`config.mk`:
```
export PLATFORM = sky130hd
export DESIGN_NAME = text_encoding_sniffer_unit
export DESIGN_NICKNAME = d
export VERILOG_FILES = /design/src/tes_pkg.sv /design/src/tes_scan.sv /design/src/tes_classify.sv /design/src/text_encoding_sniffer_unit.sv
export SDC_FILE = /design/constraint.sdc
export NUM_CORES = 1
export LEC_CHECK = 0
export ABC_AREA = 1
export BUFFER_PORTS_ARGS = -buffer_cell sky130_fd_sc_hd__buf_2
export CELL_PAD_IN_SITES_DETAIL_PLACEMENT = 0
export CELL_PAD_IN_SITES_GLOBAL_PLACEMENT = 2
export CORE_UTILIZATION = 40
export CTS_BUF_LIST = sky130_fd_sc_hd__clkbuf_4 sky130_fd_sc_hd__clkbuf_8
export DETAILED_ROUTE_END_ITERATION = 8
export PLACE_DENSITY = 0.88
export SETUP_SLACK_MARGIN = 0.05
export SYNTH_ARGS = -nofsm -noshare
export SYNTH_HDL_FRONTEND = slang
export SYNTH_HIERARCHICAL = 1
export SYNTH_SLANG_ARGS = --single-unit
```
`constraint.sdc`:
```
create_clock -name clk -period 3.55 [get_ports clk]
set_input_delay 0.355 -clock clk [delete_from_list [all_inputs] [get_ports clk]]
set_output_delay 0.355 -clock clk [all_outputs]
set_load 0.03 [all_outputs]
```
`src/tes_pkg.sv`:
```
// Shared types and constants for the text encoding sniffer.
package tes_pkg;

    typedef enum logic [2:0] {
        CLS_EMPTY   = 3'd0,
        CLS_UTF8    = 3'd1,
        CLS_UTF16LE = 3'd2,
        CLS_UTF16BE = 3'd3,
        CLS_EUCKR   = 3'd4,
        CLS_ANSI    = 3'd5
    } class_t;

    localparam logic [7:0] BOM8_B0     = 8'hEF;
    localparam logic [7:0] BOM8_B1     = 8'hBB;
    localparam logic [7:0] BOM8_B2     = 8'hBF;
    localparam logic [7:0] BOM16_FF    = 8'hFF;
    localparam logic [7:0] BOM16_FE    = 8'hFE;

    localparam logic [7:0] LEAD2_MASK  = 8'hE0;
    localparam logic [7:0] LEAD2_CODE  = 8'hC0;
    localparam logic [7:0] LEAD3_MASK  = 8'hF0;
    localparam logic [7:0] LEAD3_CODE  = 8'hE0;
    localparam logic [7:0] LEAD4_MASK  = 8'hF8;
    localparam logic [7:0] LEAD4_CODE  = 8'hF0;
    localparam logic [7:0] CONT_MASK   = 8'hC0;
    localparam logic [7:0] CONT_CODE   = 8'h80;

    localparam logic [7:0] KR_LEAD_LO  = 8'hB0;
    localparam logic [7:0] KR_LEAD_HI  = 8'hC8;
    localparam logic [7:0] KR_WIDE_LO  = 8'h81;
    localparam logic [7:0] KR_WIDE_HI  = 8'hFE;
    localparam logic [7:0] KR_TRAIL_LO = 8'h41;
    localparam logic [7:0] KR_TRAIL_HI = 8'hFE;

    localparam int EXAMINED_W = 11;

    typedef struct packed {
        logic       has_byte;
        logic       has_two;
        logic       has_three;
        logic [7:0] head0;
        logic [7:0] head1;
        logic [7:0] head2;
        logic       utf8_valid;
        logic       multibyte;
        logic       korean_pair;
    } scan_status_t;

endpackage

```
`src/tes_scan.sv`:
```
// Per-file scan state: byte count, head bytes, UTF-8 tracking and EUC-KR pair detection.
module tes_scan #(
    parameter int SAMPLE_BYTES = 1024
) (
    input  logic                                clk,
    input  logic                                rst_n,
    input  logic                                step,
    input  logic [7:0]                          data_byte,
    input  logic                                carries_byte,
    input  logic                                end_of_file,
    output tes_pkg::scan_status_t               status,
    output logic [tes_pkg::EXAMINED_W-1:0]      examined
);
    import tes_pkg::*;

    localparam int POS_W = $clog2(SAMPLE_BYTES + 1);
    localparam int EXT_W = (POS_W > EXAMINED_W) ? POS_W : EXAMINED_W;

    logic [POS_W-1:0] pos_reg, pos_next, pos_upd;
    logic [7:0]       head_reg [3];
    logic [7:0]       head_next [3];
    logic [7:0]       head_upd [3];
    logic [7:0]       prev_reg, prev_next, prev_upd;
    logic [1:0]       pend_reg, pend_next, pend_upd;
    logic             valid_reg, valid_next, valid_upd;
    logic             multi_reg, multi_next, multi_upd;
    logic             kr_reg, kr_next, kr_upd;
    logic             take;
    logic [EXT_W-1:0] pos_ext;

    function automatic logic korean_pair(input logic [7:0] p, input logic [7:0] c);
        logic narrow;
        logic wide;
        narrow = (p >= KR_LEAD_LO) && (p <= KR_LEAD_HI);
        wide   = (p >= KR_WIDE_LO) && (p <= KR_WIDE_HI)
              && (c >= KR_TRAIL_LO) && (c <= KR_TRAIL_HI);
        return narrow || wide;
    endfunction

    assign take = carries_byte && (pos_reg < POS_W'(SAMPLE_BYTES));

    // fold the incoming byte into the scan state
    always_comb
    begin
        pos_upd   = pos_reg;
        head_upd  = head_reg;
        prev_upd  = prev_reg;
        pend_upd  = pend_reg;
        valid_upd = valid_reg;
        multi_upd = multi_reg;
        kr_upd    = kr_reg;
        if (take)
        begin
            if (pos_reg == POS_W'(0))
                head_upd[0] = data_byte;
            if (pos_reg == POS_W'(1))
                head_upd[1] = data_byte;
            if (pos_reg == POS_W'(2))
                head_upd[2] = data_byte;
            if ((pos_reg != POS_W'(0)) && korean_pair(prev_reg, data_byte))
                kr_upd = 1'b1;
            if (valid_reg)
            begin
                if (pend_reg != 2'd0)
                begin
                    if ((data_byte & CONT_MASK) != CONT_CODE)
                        valid_upd = 1'b0;
                    else
                        pend_upd = pend_reg - 2'd1;
                end
                else if (data_byte[7])
                begin
                    multi_upd = 1'b1;
                    if ((data_byte & LEAD2_MASK) == LEAD2_CODE)
                        pend_upd = 2'd1;
                    else if ((data_byte & LEAD3_MASK) == LEAD3_CODE)
                        pend_upd = 2'd2;
                    else if ((data_byte & LEAD4_MASK) == LEAD4_CODE)
                        pend_upd = 2'd3;
                    else
                        valid_upd = 1'b0;
                end
            end
            prev_upd = data_byte;
            pos_upd  = pos_reg + POS_W'(1);
        end
    end

    // clear for the next file once the last word is done
    always_comb
    begin
        pos_next   = pos_reg;
        head_next  = head_reg;
        prev_next  = prev_reg;
        pend_next  = pend_reg;
        valid_next = valid_reg;
        multi_next = multi_reg;
        kr_next    = kr_reg;
        if (step)
        begin
            if (end_of_file)
            begin
                pos_next   = '0;
                head_next  = '{8'h00, 8'h00, 8'h00};
                prev_next  = 8'h00;
                pend_next  = 2'd0;
                valid_next = 1'b1;
                multi_next = 1'b0;
                kr_next    = 1'b0;
            end
            else
            begin
                pos_next   = pos_upd;
                head_next  = head_upd;
                prev_next  = prev_upd;
                pend_next  = pend_upd;
                valid_next = valid_upd;
                multi_next = multi_upd;
                kr_next    = kr_upd;
            end
        end
    end

    always_ff @(posedge clk or negedge rst_n)
    begin
        if (!rst_n)
        begin
            pos_reg   <= '0;
            head_reg  <= '{8'h00, 8'h00, 8'h00};
            prev_reg  <= 8'h00;
            pend_reg  <= 2'd0;
            valid_reg <= 1'b1;
            multi_reg <= 1'b0;
            kr_reg    <= 1'b0;
        end
        else
        begin
            pos_reg   <= pos_next;
            head_reg  <= head_next;
            prev_reg  <= prev_next;
            pend_reg  <= pend_next;
            valid_reg <= valid_next;
            multi_reg <= multi_next;
            kr_reg    <= kr_next;
        end
    end

    assign status.has_byte    = (pos_upd != POS_W'(0));
    assign status.has_two     = (pos_upd >= POS_W'(2));
    assign status.has_three   = (pos_upd >= POS_W'(3));
    assign status.head0       = head_upd[0];
    assign status.head1       = head_upd[1];
    assign status.head2       = head_upd[2];
    assign status.utf8_valid  = valid_upd;
    assign status.multibyte   = multi_upd;
    assign status.korean_pair = kr_upd;

    assign pos_ext  = EXT_W'(pos_upd);
    assign examined = pos_ext[EXAMINED_W-1:0];

endmodule

```
`src/tes_classify.sv`:
```
// Class decision from the final scan status of one file.
module tes_classify (
    input  tes_pkg::scan_status_t status,
    output tes_pkg::class_t       enc_class
);
    import tes_pkg::*;

    always_comb
    begin
        if (!status.has_byte)
            enc_class = CLS_EMPTY;
        else if (status.has_three && (status.head0 == BOM8_B0)
                 && (status.head1 == BOM8_B1) && (status.head2 == BOM8_B2))
            enc_class = CLS_UTF8;
        else if (status.has_two && (status.head0 == BOM16_FF) && (status.head1 == BOM16_FE))
            enc_class = CLS_UTF16LE;
        else if (status.has_two && (status.head0 == BOM16_FE) && (status.head1 == BOM16_FF))
            enc_class = CLS_UTF16BE;
        else if (status.utf8_valid && status.multibyte)
            enc_class = CLS_UTF8;
        else if (status.korean_pair)
            enc_class = CLS_EUCKR;
        else
            enc_class = CLS_ANSI;
    end

endmodule

```
`src/text_encoding_sniffer_unit.sv`:
```
// Top level of the text encoding sniffer: input register, scan, classify, result register.
//
//  channel | handshake          | payload
//  --------+--------------------+----------------------------------------------
//  in      | in_valid/in_ready  | data_byte, carries_byte, end_of_file
//  out     | out_valid/out_ready| encoding_class, bytes_examined
//
// One word per cycle enters the input register unless a stalled result holds it; the scan
// state updates from a word as it leaves that register, so each word passes it before it counts.
// A word with end_of_file loads the result register the same cycle and clears the
// scan state for the next file. Reset leaves both registers empty and the scan clear.
// A stalled result holds the input register only while it holds a last word.
module text_encoding_sniffer_unit #(
    parameter int SAMPLE_BYTES = 1024
) (
    input  logic        clk,
    input  logic        rst_n,
    input  logic        in_valid,
    output logic        in_ready,
    input  logic [7:0]  data_byte,
    input  logic        carries_byte,
    input  logic        end_of_file,
    output logic        out_valid,
    input  logic        out_ready,
    output logic [2:0]  encoding_class,
    output logic [10:0] bytes_examined
);
    import tes_pkg::*;

    logic                  s1_valid_reg, s1_valid_next;
    logic [7:0]            s1_byte_reg;
    logic                  s1_carries_reg;
    logic                  s1_eof_reg;
    logic                  s1_fire;
    logic                  out_free;
    logic                  out_valid_reg, out_valid_next;
    logic [2:0]            class_reg;
    logic [EXAMINED_W-1:0] examined_reg;
    scan_status_t          status;
    class_t                enc_class;
    logic [EXAMINED_W-1:0] examined;

    assign out_free      = !out_valid_reg || out_ready;
    assign s1_fire       = s1_valid_reg && (!s1_eof_reg || out_free);
    assign in_ready      = !s1_valid_reg || s1_fire;
    assign s1_valid_next = (in_valid && in_ready) || (s1_valid_reg && !s1_fire);

    always_comb
    begin
        out_valid_next = out_valid_reg && !out_ready;
        if (s1_fire && s1_eof_reg)
            out_valid_next = 1'b1;
    end

    always_ff @(posedge clk or negedge rst_n)
    begin
        if (!rst_n)
        begin
            s1_valid_reg  <= 1'b0;
            out_valid_reg <= 1'b0;
        end
        else
        begin
            s1_valid_reg  <= s1_valid_next;
            out_valid_reg <= out_valid_next;
        end
    end

    always_ff @(posedge clk)
    begin
        if (in_valid && in_ready)
        begin
            s1_byte_reg    <= data_byte;
            s1_carries_reg <= carries_byte;
            s1_eof_reg     <= end_of_file;
        end
        if (s1_fire && s1_eof_reg)
        begin
            class_reg    <= enc_class;
            examined_reg <= examined;
        end
    end

    tes_scan #(
        .SAMPLE_BYTES (SAMPLE_BYTES)
    ) u_scan (
        .clk          (clk),
        .rst_n        (rst_n),
        .step         (s1_fire),
        .data_byte    (s1_byte_reg),
        .carries_byte (s1_carries_reg),
        .end_of_file  (s1_eof_reg),
        .status       (status),
        .examined     (examined)
    );

    tes_classify u_classify (
        .status    (status),
        .enc_class (enc_class)
    );

    assign out_valid      = out_valid_reg;
    assign encoding_class = class_reg;
    assign bytes_examined = examined_reg;

endmodule

```
-- Word level (Yosys, flattened, before mapping)
Index checks and enable logic that the tools add are counted.
- add/sub/neg operators: 2
- magnitude comparators: 9
- equality and inequality tests: 14
- multiplexer cells: 41
- bitwise operators: 1
- reductions and logical operators: 41
- operators by type and width (operator ; count):
    8-bit == test, second input constant ; 7
    24-bit 2-to-1 mux ; 2
    8-bit 2-to-1 mux ; 5
    8-bit <= comparator, second input constant ; 3
    2-bit 2-to-1 mux ; 12
    11-bit by 2-bit greater-or-equal comparator with 1-bit output, second input constant ; 2
    11-bit 2-to-1 mux ; 2
    11-bit nonzero test ; 2
    1-bit 2-to-1 mux ; 20
    1-bit logical AND ; 19
    8-bit greater-or-equal comparator, second input constant ; 2
    11-bit by 1-bit adder with 11-bit output, second input constant ; 1
    11-bit by 1-bit == test with 1-bit output, second input constant ; 1
    11-bit by 2-bit == test with 1-bit output, second input constant ; 1
    11-bit logical NOT ; 1
    11-bit < comparator, second input constant ; 1
    8-bit by 7-bit greater-or-equal comparator with 1-bit output, second input constant ; 1
    6-bit AND reduction ; 1
    2-bit nonzero test ; 3
    5-bit == test, second input constant ; 1
    1-bit logical NOT ; 5
    1-bit logical OR ; 5
    5-bit nonzero test ; 1
    5-bit OR reduction ; 1
    other kinds (9) ; 9
- bits in registers: 74
- word-level logic and storage cells: 126

-- Logic depth before layout (Yosys ltp)
- depth in word-level cells: 13
- depth in mapped cells: 16
- gate-level depth less buffers: 16

-- Cells and area by module
The synthesis kept the hierarchy.
- modules (own cells, without submodules) (module ; times used ; cells each ; area an instance (µm²) ; seq. area each (µm²)):
    tes_scan ; 1 ; 416 ; 2897.8 ; 1202.4
    text_encoding_sniffer_unit ; 1 ; 39 ; 830.8 ; 770.7
    tes_classify ; 1 ; 64 ; 291.5 ; 0.0

-- Least setup slack after synthesis
No wires, ideal clock.
- path type: register to register
- start: register u_scan.pos_reg[0]
- end: register class_reg[2] (netlist: encoding_class[2]) (data pin)
- library setup time: 0.251 ns
- arrival: 2.030 ns
- required time: 3.299 ns
- path slack: 1.269 ns
- cell stages (with the launch flop): 14
- path buffers: 1
- path through: dfrtp_1 -> inv_1 -> ha_1 -> nor3b_1 -> nand3_4 -> buf_4 -> o21ai_2 -> nand2_1 -> nor3_2 -> inv_1 -> nor2_1 -> o21ai_1 -> nand2_1 -> nor2_1
- RTL lines (what ; RTL line ; text):
    start, declared ; tes_scan.sv:19 ; logic [POS_W-1:0] pos_reg, pos_next, pos_upd;
    start signal, assigned ; tes_scan.sv:138 ; pos_reg <= pos_next;
    end signal, assigned ; text_encoding_sniffer_unit.sv:79 ; class_reg <= enc_class;
    end, declared ; text_encoding_sniffer_unit.sv:37 ; logic [2:0] class_reg;

==> qor.yml <==
route.detailed.vias_per_inst: 4.90
antenna_cells: 0
flow.area_growth_from_synthesis_pct: 11.2
post_synth_xor_area_fraction: 0.00218
final_worst_hold_slack_ns: 0.0306
post_route_cells_drive_above_1_share: 0.132
cts-root-buf: "sky130_fd_sc_hd__clkbuf_8"
synth.ff_latch_count: 74
cp_slowest_stage_delay_ns: 0.45
grt_setup_unrepaired: "false"
numCtsBuffers: 9
setup-violations-final: 0
ys_top_cells_by_area: "sky130_fd_sc_hd__dfrtp_1 (31%), sky130_fd_sc_hd__edfxtp_1 (18%), sky130_fd_sc_hd__nand2_1 (17%)"
remaining_drc_errors: 0
mostFrequentLayoutCells: "sky130_fd_sc_hd__nand2_1 (178), sky130_fd_sc_hd__inv_1 (77), sky130_fd_sc_hd__dfrtp_1 (49)"
grt-ovfl-total: 0
synth_enable_flop_cells: 24
power_mw: 2.11
finalCriticalPeriod_ns: 2.71
routed_wire_length_per_instance_um: 14.3
cts_setup_buffers: 0
grt_use_met2: 0.310
core_area_sq_um: 9770
muxShareOfSynthArea: 0
synth_compound_gate_area_share: 0.0990
worst_setup_hold_path_clk_slew_ns: 0.08
detailedRoute.firstPassIterationCount: 4
gp_routability_congestion: 0.849
numClockSinks: 74
mappedNetlistNets: 537
count_of_cells_along_the_worst_register_to_register_path: 9
cts-hold-fix-buffers: 0
cp_max_fanout: 16
cp_num_cells: 9
count_of_routing_violations_after_the_opening_detailed_route_iteration: 179
slew_violations: 0
layout.cells.most_common: "sky130_fd_sc_hd__nand2_1"
endpoint_kind: "register"
dominantRegCellSynth: "sky130_fd_sc_hd__dfrtp_1"
detailedPlace.worstSlack_ns: 0.883
number_of_global_route_vias_before_repair: 3122
final_critical_path_setup_slack_ns: 0.844
yosysUniqueCellTypes: 34
grt_first_pass_wirelength_um: 16100
synth_area_per_cell_sq_um: 7.75
dominant_combinational_cell_family_by_area_after_synthesis: "simple AND/OR/NAND/NOR gates"
post-synth-top-area-cell: "sky130_fd_sc_hd__dfrtp_1"
period_share: 0.762
gr-usage-all-layers: 0.206
worst-slew-pin-transition_ns: 0.948
worst-endpoint-required_ns: 3.76
cpLargestDelayFamily: "simple AND/OR/NAND/NOR gates"
cts_resized: 0
cellLeakagePower_nw: 2.21
htree_num_levels: 3
synthAdderAreaFrac: 0.0124
design_area_sq_um: 4470
largest_reg_flops: 24
crit_path_top_delay_cell: "sky130_fd_sc_hd__dfrtp_1"
drt_wl_total_um: 9820
clk-insertion-delay-late_ns: 0.35
cts_tree: "yes"
postSynth.asyncResetShare: 0.676
number_of_violations_of_the_max_capacitance_limit: 0
placed_area_sq_um: 4270
global_route.peak_usage_layer: "met2"
grt_use_met1: 0.305
crit_path_start_kind: "register"
antenna_found_initial: 0
classification_of_the_worst_slack_hold_path: "in -> async"
final_net_count: 566
path_cells: "inv_1 -> ha_1 -> nor3b_1 -> nand3_4 -> o21ai_1 -> nand4_1 -> nor3_1 -> nand2_1 -> a21oi_2"
final_antenna_net_count: 0
synth_area_sq_um: 4020
post_synth_and_or_nand_nor_area_fraction: 0.298
port_buffers: 29
cellPowerDensity_nw_per_um2: 471
ioPinCount: 30
chipHeight_um: 102
crit_type: "reg -> reg"
netlist_instances: 519
synth_seq_area_share: 0.491
groute.layer.met3.usage: 0.0287
chipWidth_um: 102
fp-row-count: 36
worst-path-buf-inv: 1
total_count_of_hold_check_failures_in_the_final_report: 0
critPathArrivalTime_ns: 2.91
start_util: 0.411
synth_top_cell_area_share: 0.305
clockBufferDepth: 2
maxSlewHeadroom: 0.368
max_clock_freq_mhz: 370
dpl.hpwl_um: 7100
floorplan.die_area_sq_um: 10500
setup_total_negative_slack_ns: 0
grt_max_degree: 28
ys.warnings.count: 6
via_count: 3361
skew_ns: 0.0106
run_status: "completed"
vdd.ir_drop.worst_mv: 0.230
per-layer routing:
layer | wire [um] | share of wire
met3 | 347 | 0.035
met1 | 5010 | 0.51
met4 | 116 | 0.012
met5 | 0 | 0
met2 | 4350 | 0.44
synthesized netlist by cell type, types with 2 or more instances:
cell                       count
sky130_fd_sc_hd__inv_1        77
sky130_fd_sc_hd__a31oi_1       2
sky130_fd_sc_hd__ha_1          4
sky130_fd_sc_hd__dfrtp_1      49
sky130_fd_sc_hd__nor2_1       41
sky130_fd_sc_hd__nand2_1     178
sky130_fd_sc_hd__inv_2         5
sky130_fd_sc_hd__nand2_2       2
sky130_fd_sc_hd__o22ai_1      21
sky130_fd_sc_hd__buf_4         4
sky130_fd_sc_hd__clkbuf_1      8
sky130_fd_sc_hd__nand4_1      11
sky130_fd_sc_hd__buf_6         2
sky130_fd_sc_hd__a21oi_1      10
sky130_fd_sc_hd__nor2_2        3
sky130_fd_sc_hd__edfxtp_1     24
sky130_fd_sc_hd__nor3_1        4
sky130_fd_sc_hd__o21ai_2       4
sky130_fd_sc_hd__o21ai_1      21
sky130_fd_sc_hd__nand3_1      23
sky130_fd_sc_hd__nand3_2       3
sky130_fd_sc_hd__o21ai_0      11
through the flow:
step / instances / utilization
final: 686 / 0.458
after global routing: 686 / 0.458
after CTS: 686 / 0.458
after detailed placement: 670 / 0.437
after global placement: 670 / 0.437
after floorplan: 519 / -
cell type report:
class / count / area, sq um
clock buffer: 13 / 160
clock inverter: 3 / 40.0
fill: 996 / 5300
inverter: 82 / 308
multi-input combinational: 349 / 1660
sequential: 74 / 1970
tap: 133 / 166
timing repair buffer: 32 / 168
report_power, final:
| part | total [mW] | switching [mW] | leakage, nW | internal, mW |
|---|---|---|---|---|
| Combinational | 0.422 | 0.298 | 1.19 | 0.124 |
| Sequential | 1.01 | 0.0477 | 0.908 | 0.960 |
| Clock | 0.678 | 0.312 | 0.108 | 0.366 |
| Total | 2.11 | 0.658 | 2.21 | 1.45 |
cells by family (layout without fill, tap and decap cells):
family | count (synthesis) | in the layout
AOI/OAI and AO/OA | 70 | 70
xor gates and xnor gates | 1 | 1
adders and majority gates | 4 | 4
buffers and inverters | 96 | 130
DFF | 74 | 74
and+or+nand+nor | 274 | 274
path summary, 6_finish.rpt:
| path | from | slack [ns] | endpoint |
|---|---|---|---|
| worst max-delay path | u_scan/pos_reg[0] | 0.84 | encoding_class[0] |
| worst min-delay path | rst_n | 0.03 | u_scan/pos_reg[7] |
| worst max register to register | u_scan/pos_reg[0] | 0.84 | encoding_class[0] |
| worst min register to register | u_scan/head_reg[4] | 0.48 | u_scan/head_reg[4] |
| max in group asynchronous | rst_n | 2.71 | u_scan/prev_reg[1] |
| min in group clk | end_of_file | 0.18 | s1_eof_reg |
Power figures use the tool's default switching activity.
